## config.mk

```make
export PLATFORM = sky130hd
export DESIGN_NAME = sync_frame_parser_fletcher8_core
export DESIGN_NICKNAME = d
export VERILOG_FILES = /design/src/rtl/sfpf8_pkg.sv /design/src/rtl/sfpf8_cfg_regs.sv /design/src/rtl/sfpf8_parser.sv /design/src/rtl/sfpf8_out_buf.sv /design/src/rtl/sync_frame_parser_fletcher8_core.sv
export SDC_FILE = /design/constraint.sdc
export NUM_CORES = 1
export LEC_CHECK = 0
export BUFFER_PORTS_ARGS = -buffer_cell sky130_fd_sc_hd__buf_4
export CORE_ASPECT_RATIO = 0.6
export CORE_MARGIN = 4
export CORE_UTILIZATION = 60
export CTS_CLUSTER_DIAMETER = 60
export DETAILED_ROUTE_END_ITERATION = 8
export MAX_ROUTING_LAYER = met4
export PLACE_DENSITY = 0.82
export REMOVE_ABC_BUFFERS = 1
export SYNTH_ARGS = -nofsm -noshare
export SYNTH_HDL_FRONTEND = slang
export SYNTH_SLANG_ARGS = --single-unit
```

## constraint.sdc

```tcl
create_clock -name clk -period 10.55 [get_ports clk]
set_clock_uncertainty 0.1 [all_clocks]
set_input_delay 1.055 -clock clk [delete_from_list [all_inputs] [get_ports clk]]
set_output_delay 1.055 -clock clk [all_outputs]
set_load 0.1 [all_outputs]
```

## src/rtl/sfpf8_pkg.sv

```systemverilog
`default_nettype none
package sfpf8_pkg;

	// parser phases; codes beyond checksum b act as hunting the first byte
	typedef enum logic [3:0] {
		PH_HUNT_FIRST  = 4'd0,
		PH_HUNT_SECOND = 4'd1,
		PH_CLASS       = 4'd2,
		PH_ID          = 4'd3,
		PH_LEN_LO      = 4'd4,
		PH_LEN_HI      = 4'd5,
		PH_PAYLOAD     = 4'd6,
		PH_CK_A        = 4'd7,
		PH_CK_B        = 4'd8
	} phase_t;

	typedef enum logic [2:0] {
		ST_NOTHING  = 3'd0,
		ST_PAYLOAD  = 3'd1,
		ST_GOOD     = 3'd2,
		ST_CK_A_BAD = 3'd3,
		ST_CK_B_BAD = 3'd4,
		ST_TOO_LONG = 3'd5
	} status_t;

	// register indexes on the configuration port
	localparam logic [1:0] REG_SYNC_FIRST   = 2'd0;
	localparam logic [1:0] REG_SYNC_SECOND  = 2'd1;
	localparam logic [1:0] REG_LENGTH_LIMIT = 2'd2;

	localparam logic [7:0]  SYNC_FIRST_RST   = 8'd181;
	localparam logic [7:0]  SYNC_SECOND_RST  = 8'd98;
	localparam logic [15:0] LENGTH_LIMIT_RST = 16'd1024;

	typedef struct packed {
		logic [7:0]  sync_first;
		logic [7:0]  sync_second;
		logic [15:0] length_limit;
	} cfg_t;

	typedef struct packed {
		status_t     status;
		logic [7:0]  payload_byte;
		logic [15:0] payload_index;
		logic        payload_kept;
		logic [7:0]  frame_class;
		logic [7:0]  frame_id;
		logic [15:0] frame_length;
	} res_t;

endpackage
`default_nettype wire

```

## src/rtl/sfpf8_cfg_regs.sv

```systemverilog
`default_nettype none
module sfpf8_cfg_regs
	import sfpf8_pkg::*;
(
	input  wire logic        clk,
	input  wire logic        arst_n,
	input  wire logic        psel,
	input  wire logic        penable,
	input  wire logic        pwrite,
	input  wire logic [3:0]  paddr,
	input  wire logic [31:0] pwdata,
	output logic      [31:0] prdata,
	output logic             pready,
	output cfg_t             cfg
);

	cfg_t       cfg_q;
	logic [1:0] reg_idx;
	logic       wr_en;

	assign reg_idx = paddr[3:2];
	assign wr_en   = psel && penable && pwrite;
	assign pready  = 1'b1;
	assign cfg     = cfg_q;

	always_ff @(posedge clk or negedge arst_n) begin
		if (!arst_n) begin
			cfg_q.sync_first   <= SYNC_FIRST_RST;
			cfg_q.sync_second  <= SYNC_SECOND_RST;
			cfg_q.length_limit <= LENGTH_LIMIT_RST;
		end else if (wr_en) begin
			unique case (reg_idx)
				REG_SYNC_FIRST:   cfg_q.sync_first   <= pwdata[7:0];
				REG_SYNC_SECOND:  cfg_q.sync_second  <= pwdata[7:0];
				REG_LENGTH_LIMIT: cfg_q.length_limit <= pwdata[15:0];
				default: ;
			endcase
		end
	end

	always_comb begin
		unique case (reg_idx)
			REG_SYNC_FIRST:   prdata = {24'd0, cfg_q.sync_first};
			REG_SYNC_SECOND:  prdata = {24'd0, cfg_q.sync_second};
			REG_LENGTH_LIMIT: prdata = {16'd0, cfg_q.length_limit};
			default:          prdata = 32'd0;
		endcase
	end

endmodule
`default_nettype wire

```

## src/rtl/sfpf8_parser.sv

```systemverilog
`default_nettype none
module sfpf8_parser
	import sfpf8_pkg::*;
#(
	parameter int unsigned BUFFER_BYTES = 256
) (
	input  wire logic       clk,
	input  wire logic       arst_n,
	input  wire logic       step,
	input  wire logic [7:0] rx_byte,
	input  wire cfg_t       cfg,
	output res_t            res
);

	phase_t      phase_q,  phase_n;
	logic [7:0]  sum_a_q,  sum_a_n;
	logic [7:0]  sum_b_q,  sum_b_n;
	logic [7:0]  class_q,  class_n;
	logic [7:0]  id_q,     id_n;
	logic [15:0] length_q, length_n;
	logic [15:0] count_q,  count_n;

	logic [7:0]  add_a;
	logic [7:0]  add_b;
	logic [15:0] new_len;
	logic [15:0] count_inc;
	logic        kept;
	phase_t      hunt_phase;

	// fletcher running sums with the incoming byte
	assign add_a      = sum_a_q + rx_byte;
	assign add_b      = sum_b_q + add_a;
	assign new_len    = {rx_byte, length_q[7:0]};
	assign count_inc  = count_q + 16'd1;
	assign kept       = {1'b0, count_q} < 17'(BUFFER_BYTES);
	assign hunt_phase = (rx_byte == cfg.sync_first) ? PH_HUNT_SECOND : PH_HUNT_FIRST;

	always_comb begin
		phase_n  = phase_q;
		sum_a_n  = sum_a_q;
		sum_b_n  = sum_b_q;
		class_n  = class_q;
		id_n     = id_q;
		length_n = length_q;
		count_n  = count_q;

		res.status        = ST_NOTHING;
		res.payload_byte  = 8'd0;
		res.payload_index = 16'd0;
		res.payload_kept  = 1'b0;

		unique case (phase_q)
			PH_HUNT_SECOND: begin
				phase_n = (rx_byte == cfg.sync_second) ? PH_CLASS : hunt_phase;
			end
			PH_CLASS: begin
				class_n = rx_byte;
				sum_a_n = rx_byte;
				sum_b_n = rx_byte;
				phase_n = PH_ID;
			end
			PH_ID: begin
				sum_a_n = add_a;
				sum_b_n = add_b;
				id_n    = rx_byte;
				phase_n = PH_LEN_LO;
			end
			PH_LEN_LO: begin
				sum_a_n  = add_a;
				sum_b_n  = add_b;
				length_n = {8'd0, rx_byte};
				phase_n  = PH_LEN_HI;
			end
			PH_LEN_HI: begin
				sum_a_n = add_a;
				sum_b_n = add_b;
				if (new_len > cfg.length_limit) begin
					// false sync: byte may itself start a preamble
					res.status = ST_TOO_LONG;
					length_n   = 16'd0;
					phase_n    = hunt_phase;
				end else begin
					length_n = new_len;
					count_n  = 16'd0;
					phase_n  = (new_len == 16'd0) ? PH_CK_A : PH_PAYLOAD;
				end
			end
			PH_PAYLOAD: begin
				sum_a_n           = add_a;
				sum_b_n           = add_b;
				res.status        = ST_PAYLOAD;
				res.payload_byte  = rx_byte;
				res.payload_index = count_q;
				res.payload_kept  = kept;
				count_n           = count_inc;
				if (count_inc == length_q) begin
					phase_n = PH_CK_A;
				end
			end
			PH_CK_A: begin
				if (rx_byte == sum_a_q) begin
					phase_n = PH_CK_B;
				end else begin
					res.status = ST_CK_A_BAD;
					phase_n    = hunt_phase;
				end
			end
			PH_CK_B: begin
				res.status = (rx_byte == sum_b_q) ? ST_GOOD : ST_CK_B_BAD;
				phase_n    = PH_HUNT_FIRST;
			end
			default: begin
				phase_n = hunt_phase;
			end
		endcase

		res.frame_class  = class_n;
		res.frame_id     = id_n;
		// a rejected header still reports the length it declared
		res.frame_length = (res.status == ST_TOO_LONG) ? new_len : length_n;
	end

	always_ff @(posedge clk or negedge arst_n) begin
		if (!arst_n) begin
			phase_q  <= PH_HUNT_FIRST;
			sum_a_q  <= 8'd0;
			sum_b_q  <= 8'd0;
			class_q  <= 8'd0;
			id_q     <= 8'd0;
			length_q <= 16'd0;
			count_q  <= 16'd0;
		end else if (step) begin
			phase_q  <= phase_n;
			sum_a_q  <= sum_a_n;
			sum_b_q  <= sum_b_n;
			class_q  <= class_n;
			id_q     <= id_n;
			length_q <= length_n;
			count_q  <= count_n;
		end
	end

endmodule
`default_nettype wire

```

## src/rtl/sfpf8_out_buf.sv

```systemverilog
`default_nettype none
module sfpf8_out_buf
	import sfpf8_pkg::*;
(
	input  wire logic clk,
	input  wire logic arst_n,
	input  wire logic push,
	input  wire res_t push_res,
	output logic      space,
	output logic      out_valid,
	input  wire logic out_ready,
	output res_t      out_res
);

	logic out_valid_q;
	logic skid_valid_q;
	res_t out_res_q;
	res_t skid_res_q;
	logic take;
	logic out_free;

	assign take      = out_valid_q && out_ready;
	assign out_free  = !out_valid_q || take;
	assign space     = !skid_valid_q;
	assign out_valid = out_valid_q;
	assign out_res   = out_res_q;

	always_ff @(posedge clk or negedge arst_n) begin
		if (!arst_n) begin
			out_valid_q  <= 1'b0;
			skid_valid_q <= 1'b0;
		end else begin
			if (skid_valid_q) begin
				if (take) begin
					skid_valid_q <= 1'b0;
				end
			end else if (push) begin
				if (out_free) begin
					out_valid_q <= 1'b1;
				end else begin
					skid_valid_q <= 1'b1;
				end
			end else if (take) begin
				out_valid_q <= 1'b0;
			end
		end
	end

	always_ff @(posedge clk) begin
		if (skid_valid_q) begin
			if (take) begin
				out_res_q <= skid_res_q;
			end
		end else if (push) begin
			if (out_free) begin
				out_res_q <= push_res;
			end else begin
				skid_res_q <= push_res;
			end
		end
	end

endmodule
`default_nettype wire

```

## src/rtl/sync_frame_parser_fletcher8_core.sv

```systemverilog
// byte-serial frame parser with an 8-bit fletcher checksum
// input channel: in_valid / in_ready carry one received byte (rx_byte) per request
// output channel: out_valid / out_ready carry exactly one result per input byte:
//   status, payload byte with its index and kept flag, and the current header fields
// the parser state (phase, sums, header, payload count) updates in the cycle a byte
//   is accepted and the result is registered at that same edge; a new byte can be taken
//   in every cycle while the skid register is empty
// the result side is an output register plus one skid register: a byte is still taken
//   while one result waits, and in_ready drops only once both hold results
// with out_ready held low, at most two results queue up, then input stalls
// configuration: apb port, sync_first at 0x0, sync_second at 0x4, length_limit at 0x8,
//   pready always high, writes land on the access cycle and act on the next byte
// reset (arst_n low) restores the register defaults, returns the parser to hunting
//   the first preamble byte with cleared sums and header, and empties both result stages
`default_nettype none
module sync_frame_parser_fletcher8_core
	import sfpf8_pkg::*;
#(
	parameter int unsigned BUFFER_BYTES = 256
) (
	input  wire logic        clk,
	input  wire logic        arst_n,

	input  wire logic        in_valid,
	output logic             in_ready,
	input  wire logic [7:0]  rx_byte,

	output logic             out_valid,
	input  wire logic        out_ready,
	output logic      [2:0]  status,
	output logic      [7:0]  payload_byte,
	output logic      [15:0] payload_index,
	output logic             payload_kept,
	output logic      [7:0]  frame_class,
	output logic      [7:0]  frame_id,
	output logic      [15:0] frame_length,

	input  wire logic        psel,
	input  wire logic        penable,
	input  wire logic        pwrite,
	input  wire logic [3:0]  paddr,
	input  wire logic [31:0] pwdata,
	output logic      [31:0] prdata,
	output logic             pready
);

	cfg_t cfg;
	res_t step_res;
	res_t out_res;
	logic space;
	logic accept;

	// a byte is taken whenever the skid register is empty
	assign in_ready = space;
	assign accept   = in_valid && space;

	sfpf8_cfg_regs u_cfg (
		.clk     (clk),
		.arst_n  (arst_n),
		.psel    (psel),
		.penable (penable),
		.pwrite  (pwrite),
		.paddr   (paddr),
		.pwdata  (pwdata),
		.prdata  (prdata),
		.pready  (pready),
		.cfg     (cfg)
	);

	// per-byte state update and result formation
	sfpf8_parser #(
		.BUFFER_BYTES (BUFFER_BYTES)
	) u_parser (
		.clk     (clk),
		.arst_n  (arst_n),
		.step    (accept),
		.rx_byte (rx_byte),
		.cfg     (cfg),
		.res     (step_res)
	);

	// result register with skid stage
	sfpf8_out_buf u_out (
		.clk       (clk),
		.arst_n    (arst_n),
		.push      (accept),
		.push_res  (step_res),
		.space     (space),
		.out_valid (out_valid),
		.out_ready (out_ready),
		.out_res   (out_res)
	);

	assign status        = out_res.status;
	assign payload_byte  = out_res.payload_byte;
	assign payload_index = out_res.payload_index;
	assign payload_kept  = out_res.payload_kept;
	assign frame_class   = out_res.frame_class;
	assign frame_id      = out_res.frame_id;
	assign frame_length  = out_res.frame_length;

endmodule
`default_nettype wire

```

==> impl_metrics.env <==
export IMPL_clock_sinks=222
export IMPL_grt_max_degree=56
export IMPL_start_util=0.6206
export IMPL_cts_root_buf="clkbuf_16"
export IMPL_routabilityCongestion=0.9069
export IMPL_grt_pass1_vias=7658
export IMPL_yosysTopAreaCell="edfxtp_1"
export IMPL_final_util=0.7088
export IMPL_portBuffers=110
export IMPL_synth_async_reset_ratio=0.4595
export IMPL_clk_latency_ns=0.51
export IMPL_grt_ovfl_total=0
export IMPL_core_sq_um=18310
export IMPL_syn_to_final_growth_pct=14.22
export IMPL_cp_slowest_cell="o41ai_1"
export IMPL_vias=8012
export IMPL_post_drt_via_cell_ratio=6.051
export IMPL_synth_seq_cells=222
export IMPL_status="completed"
export IMPL_post_place_cells=1286
export IMPL_synthesis_instances=984
export IMPL_grt_pass1_wl_microns=42120
export IMPL_min_path_type="reg2reg"
export IMPL_setup_violations=0
export IMPL_clock_path_buffers=3
export IMPL_netlist_area_sq_um=11360
export IMPL_die_area_sq_um=21270
export IMPL_synth_warnings=0
export IMPL_diodes=0
export IMPL_path_clk_slew_ns=0.06
export IMPL_worst_path_buf_inv=2
export IMPL_ys_types=66
export IMPL_drc_errors=0
export IMPL_fmax_ghz=0.2505
export IMPL_dr_pass1_iters=5
export IMPL_r2r_cells=7
export IMPL_fin_cells=1324
export IMPL_setup_tns_ns=0
export IMPL_synth_area_per_cell_sq_um=11.54
export IMPL_antenna_found_initial=0
export IMPL_drt_first_iter_violations=832
export IMPL_hpwlAfterDp_microns=17520
export IMPL_num_rows=38
export IMPL_final_nets=1153
export IMPL_report_final_slew_viol_count=0
export IMPL_critPathCaptureType="register"
export IMPL_tightest_slew_ns=1.172
export IMPL_max_cap_violations=0
export IMPL_cts_buffers=21
export IMPL_path_cells="buf_4 > ha_1 > inv_1 > fa_1 > nor2b_1 > o21ai_0 > a21boi_0 > o21ai_0 > a21boi_0 > nor2_1 > ha_1 > o41ai_1 > xnor3_1 > mux2i_1 > o311a_1"
export IMPL_synth_edf_count=120
export IMPL_postCtsSetupBuffers=0
export IMPL_wire_per_inst_microns=20.05
export IMPL_drt_total_wl_microns=26550
export IMPL_synth_top_cell_area_share=0.3172
export IMPL_synth_common_cells="127 x nand2_1, 120 x edfxtp_1, 98 x mux2_2, 93 x dfrtp_1, 49 x o21ai_0"
export IMPL_rsz0062_at_grt="no"
export IMPL_cpPeakStageDelay_ns=0.45
export IMPL_layout_drive_gt1_share=0.2555
export IMPL_htreeDepth=1
export IMPL_holdWs_ns=0.3722
export IMPL_worstSetupStartpointType="input pin"
export IMPL_cts_hold_buf=0
export IMPL_die_width_microns=185.6
export IMPL_ys_flop_type="edfxtp_1"
export IMPL_hold_viol=0
export IMPL_ys_top_cells_by_area="edfxtp_1 32%, dfrtp_1 20%, mux2_2 9.7%"
export IMPL_cp_arrival_ns=4.33
export IMPL_finalCritPeriodShare=0.3784
export IMPL_cts_tree="built"
export IMPL_ios=146
export IMPL_fin_crit_ns=3.992
export IMPL_grt_total_usage=0.2563
export IMPL_dieHeight_microns=114.6
export IMPL_cts_resized=0
export IMPL_ant_nets=0
export IMPL_worst_ep_required_time_ns=10.89
export IMPL_cp_depth=15
export IMPL_hold_depth=2
export IMPL_crit_family="compound AO/OA/AOI/OAI gates"
export IMPL_slew_headroom=0.2174
export IMPL_seq_area_frac_synth=0.5429
export IMPL_worstSetupPathType="in2reg"
export IMPL_yosysMostFrequentCell="nand2_1"
export IMPL_num_fill_cells=1252
export IMPL_cp_max_fo=14
-- cell usage in the layout, fill, tap and decap left out, drive strengths merged, types with 5 or more instances in the layout --
| master | Yosys | routed |
|---|---|---|
| a21o | 7 | 7 |
| a21oi | 31 | 31 |
| a221o | 10 | 10 |
| a22o | 18 | 18 |
| and2 | 27 | 27 |
| and3 | 6 | 6 |
| buf | 31 | 122 |
| clkbuf | 44 | 26 |
| clkinv | 1 | 7 |
| conb | 2 | 17 |
| dfrtp | 93 | 93 |
| dfstp | 9 | 9 |
| edfxtp | 120 | 120 |
| ha | 31 | 31 |
| inv | 34 | 35 |
| mux2 | 99 | 99 |
| mux2i | 18 | 18 |
| nand2 | 127 | 127 |
| nand3 | 22 | 22 |
| nand4 | 12 | 12 |
| nor2 | 34 | 34 |
| nor2b | 6 | 6 |
| nor3 | 27 | 27 |
| nor4 | 12 | 12 |
| o21ai | 51 | 51 |
| o31ai | 6 | 6 |
| or3 | 5 | 5 |
| xnor2 | 48 | 48 |
| xor2 | 9 | 9 |
-- final cells by class --
cell class                 instances  area (sq um)  area share
inverter                          35         131.4     0.01013
clock inverter                    12         145.1     0.01119
timing repair buffer             122         915.9     0.07059
sequential                       222          6167      0.4753
multi-input combinational        667          4761      0.3669
tap                              240         300.3     0.02314
clock buffer                      26         554.3     0.04272
-- worst paths after layout --
path / startpoint / slack [ns] / end
max in group asynchronous: arst_n / 8.71 / u_parser.id_q[3]
setup / recovery: rx_byte[0] / 6.56 / u_parser.sum_b_q[7]
setup reg to reg: u_parser.phase_q[2] / 6.97 / u_parser.count_q[5]
min in group asynchronous: arst_n / 0.46 / u_cfg.cfg[5]
hold reg to reg: u_parser.id_q[3] / 0.37 / u_parser.id_q[3]
hold / removal: u_parser.id_q[3] / 0.37 / u_parser.id_q[3]
-- flip-flops by register name, indices dropped and copies added (netlist names), 4 cells and up --
signal             cells
u_out.out_res         60
u_cfg.cfg             32
u_out.skid_res_q      60
u_parser.id_q          8
u_parser.length_q     16
u_parser.class_q       8
u_parser.phase_q       4
u_parser.sum_a_q       8
u_parser.count_q      16
u_parser.sum_b_q       8
-- per-stage QoR --
step           setup slack (ns)  area [sq um]
6_report                  6.558         12970
5_1_grt                   6.359         12970
4_1_cts                   6.575         12970
3_5_place_dp              6.115         12280
3_3_place_gp              6.264         12280
2_1_floorplan             5.038         11040
-- worst register-to-register path, stage by stage, from the launching register on --
cell and delay [ns]:
dfrtp_1 0.67, nand2b_1 0.35, nor2_1 0.71, nand2_1 0.45, a211oi_4 0.51, a21oi_1 0.08
buf_4 0.22, a221o_1 0.37
-- layer usage --
metal | track usage | routed length, microns | part of all wire
met1 | 0.3930 | 12370 | 0.47
met2 | 0.3665 | 11540 | 0.43
met3 | 0.04286 | 2197 | 0.083
met4 | 0.04706 | 439 | 0.017
met5 | - | 0 | 0
-- cell families after synthesis --
| group | synth area share |
|---|---|
| and+or+nand+nor | 0.1233 |
| DFF | 0.5429 |
| AOI/OAI and AO/OA | 0.09010 |
| muxes | 0.1143 |
| buffers and inverters | 0.04450 |
| xor gates and xnor gates | 0.04659 |
| adders and majority gates | 0.03767 |
| other | 0.0006611 |
Power is left out: the tool's default activity adds up to more than one toggle a clock period on the data nets, which glitch-free logic cannot reach.
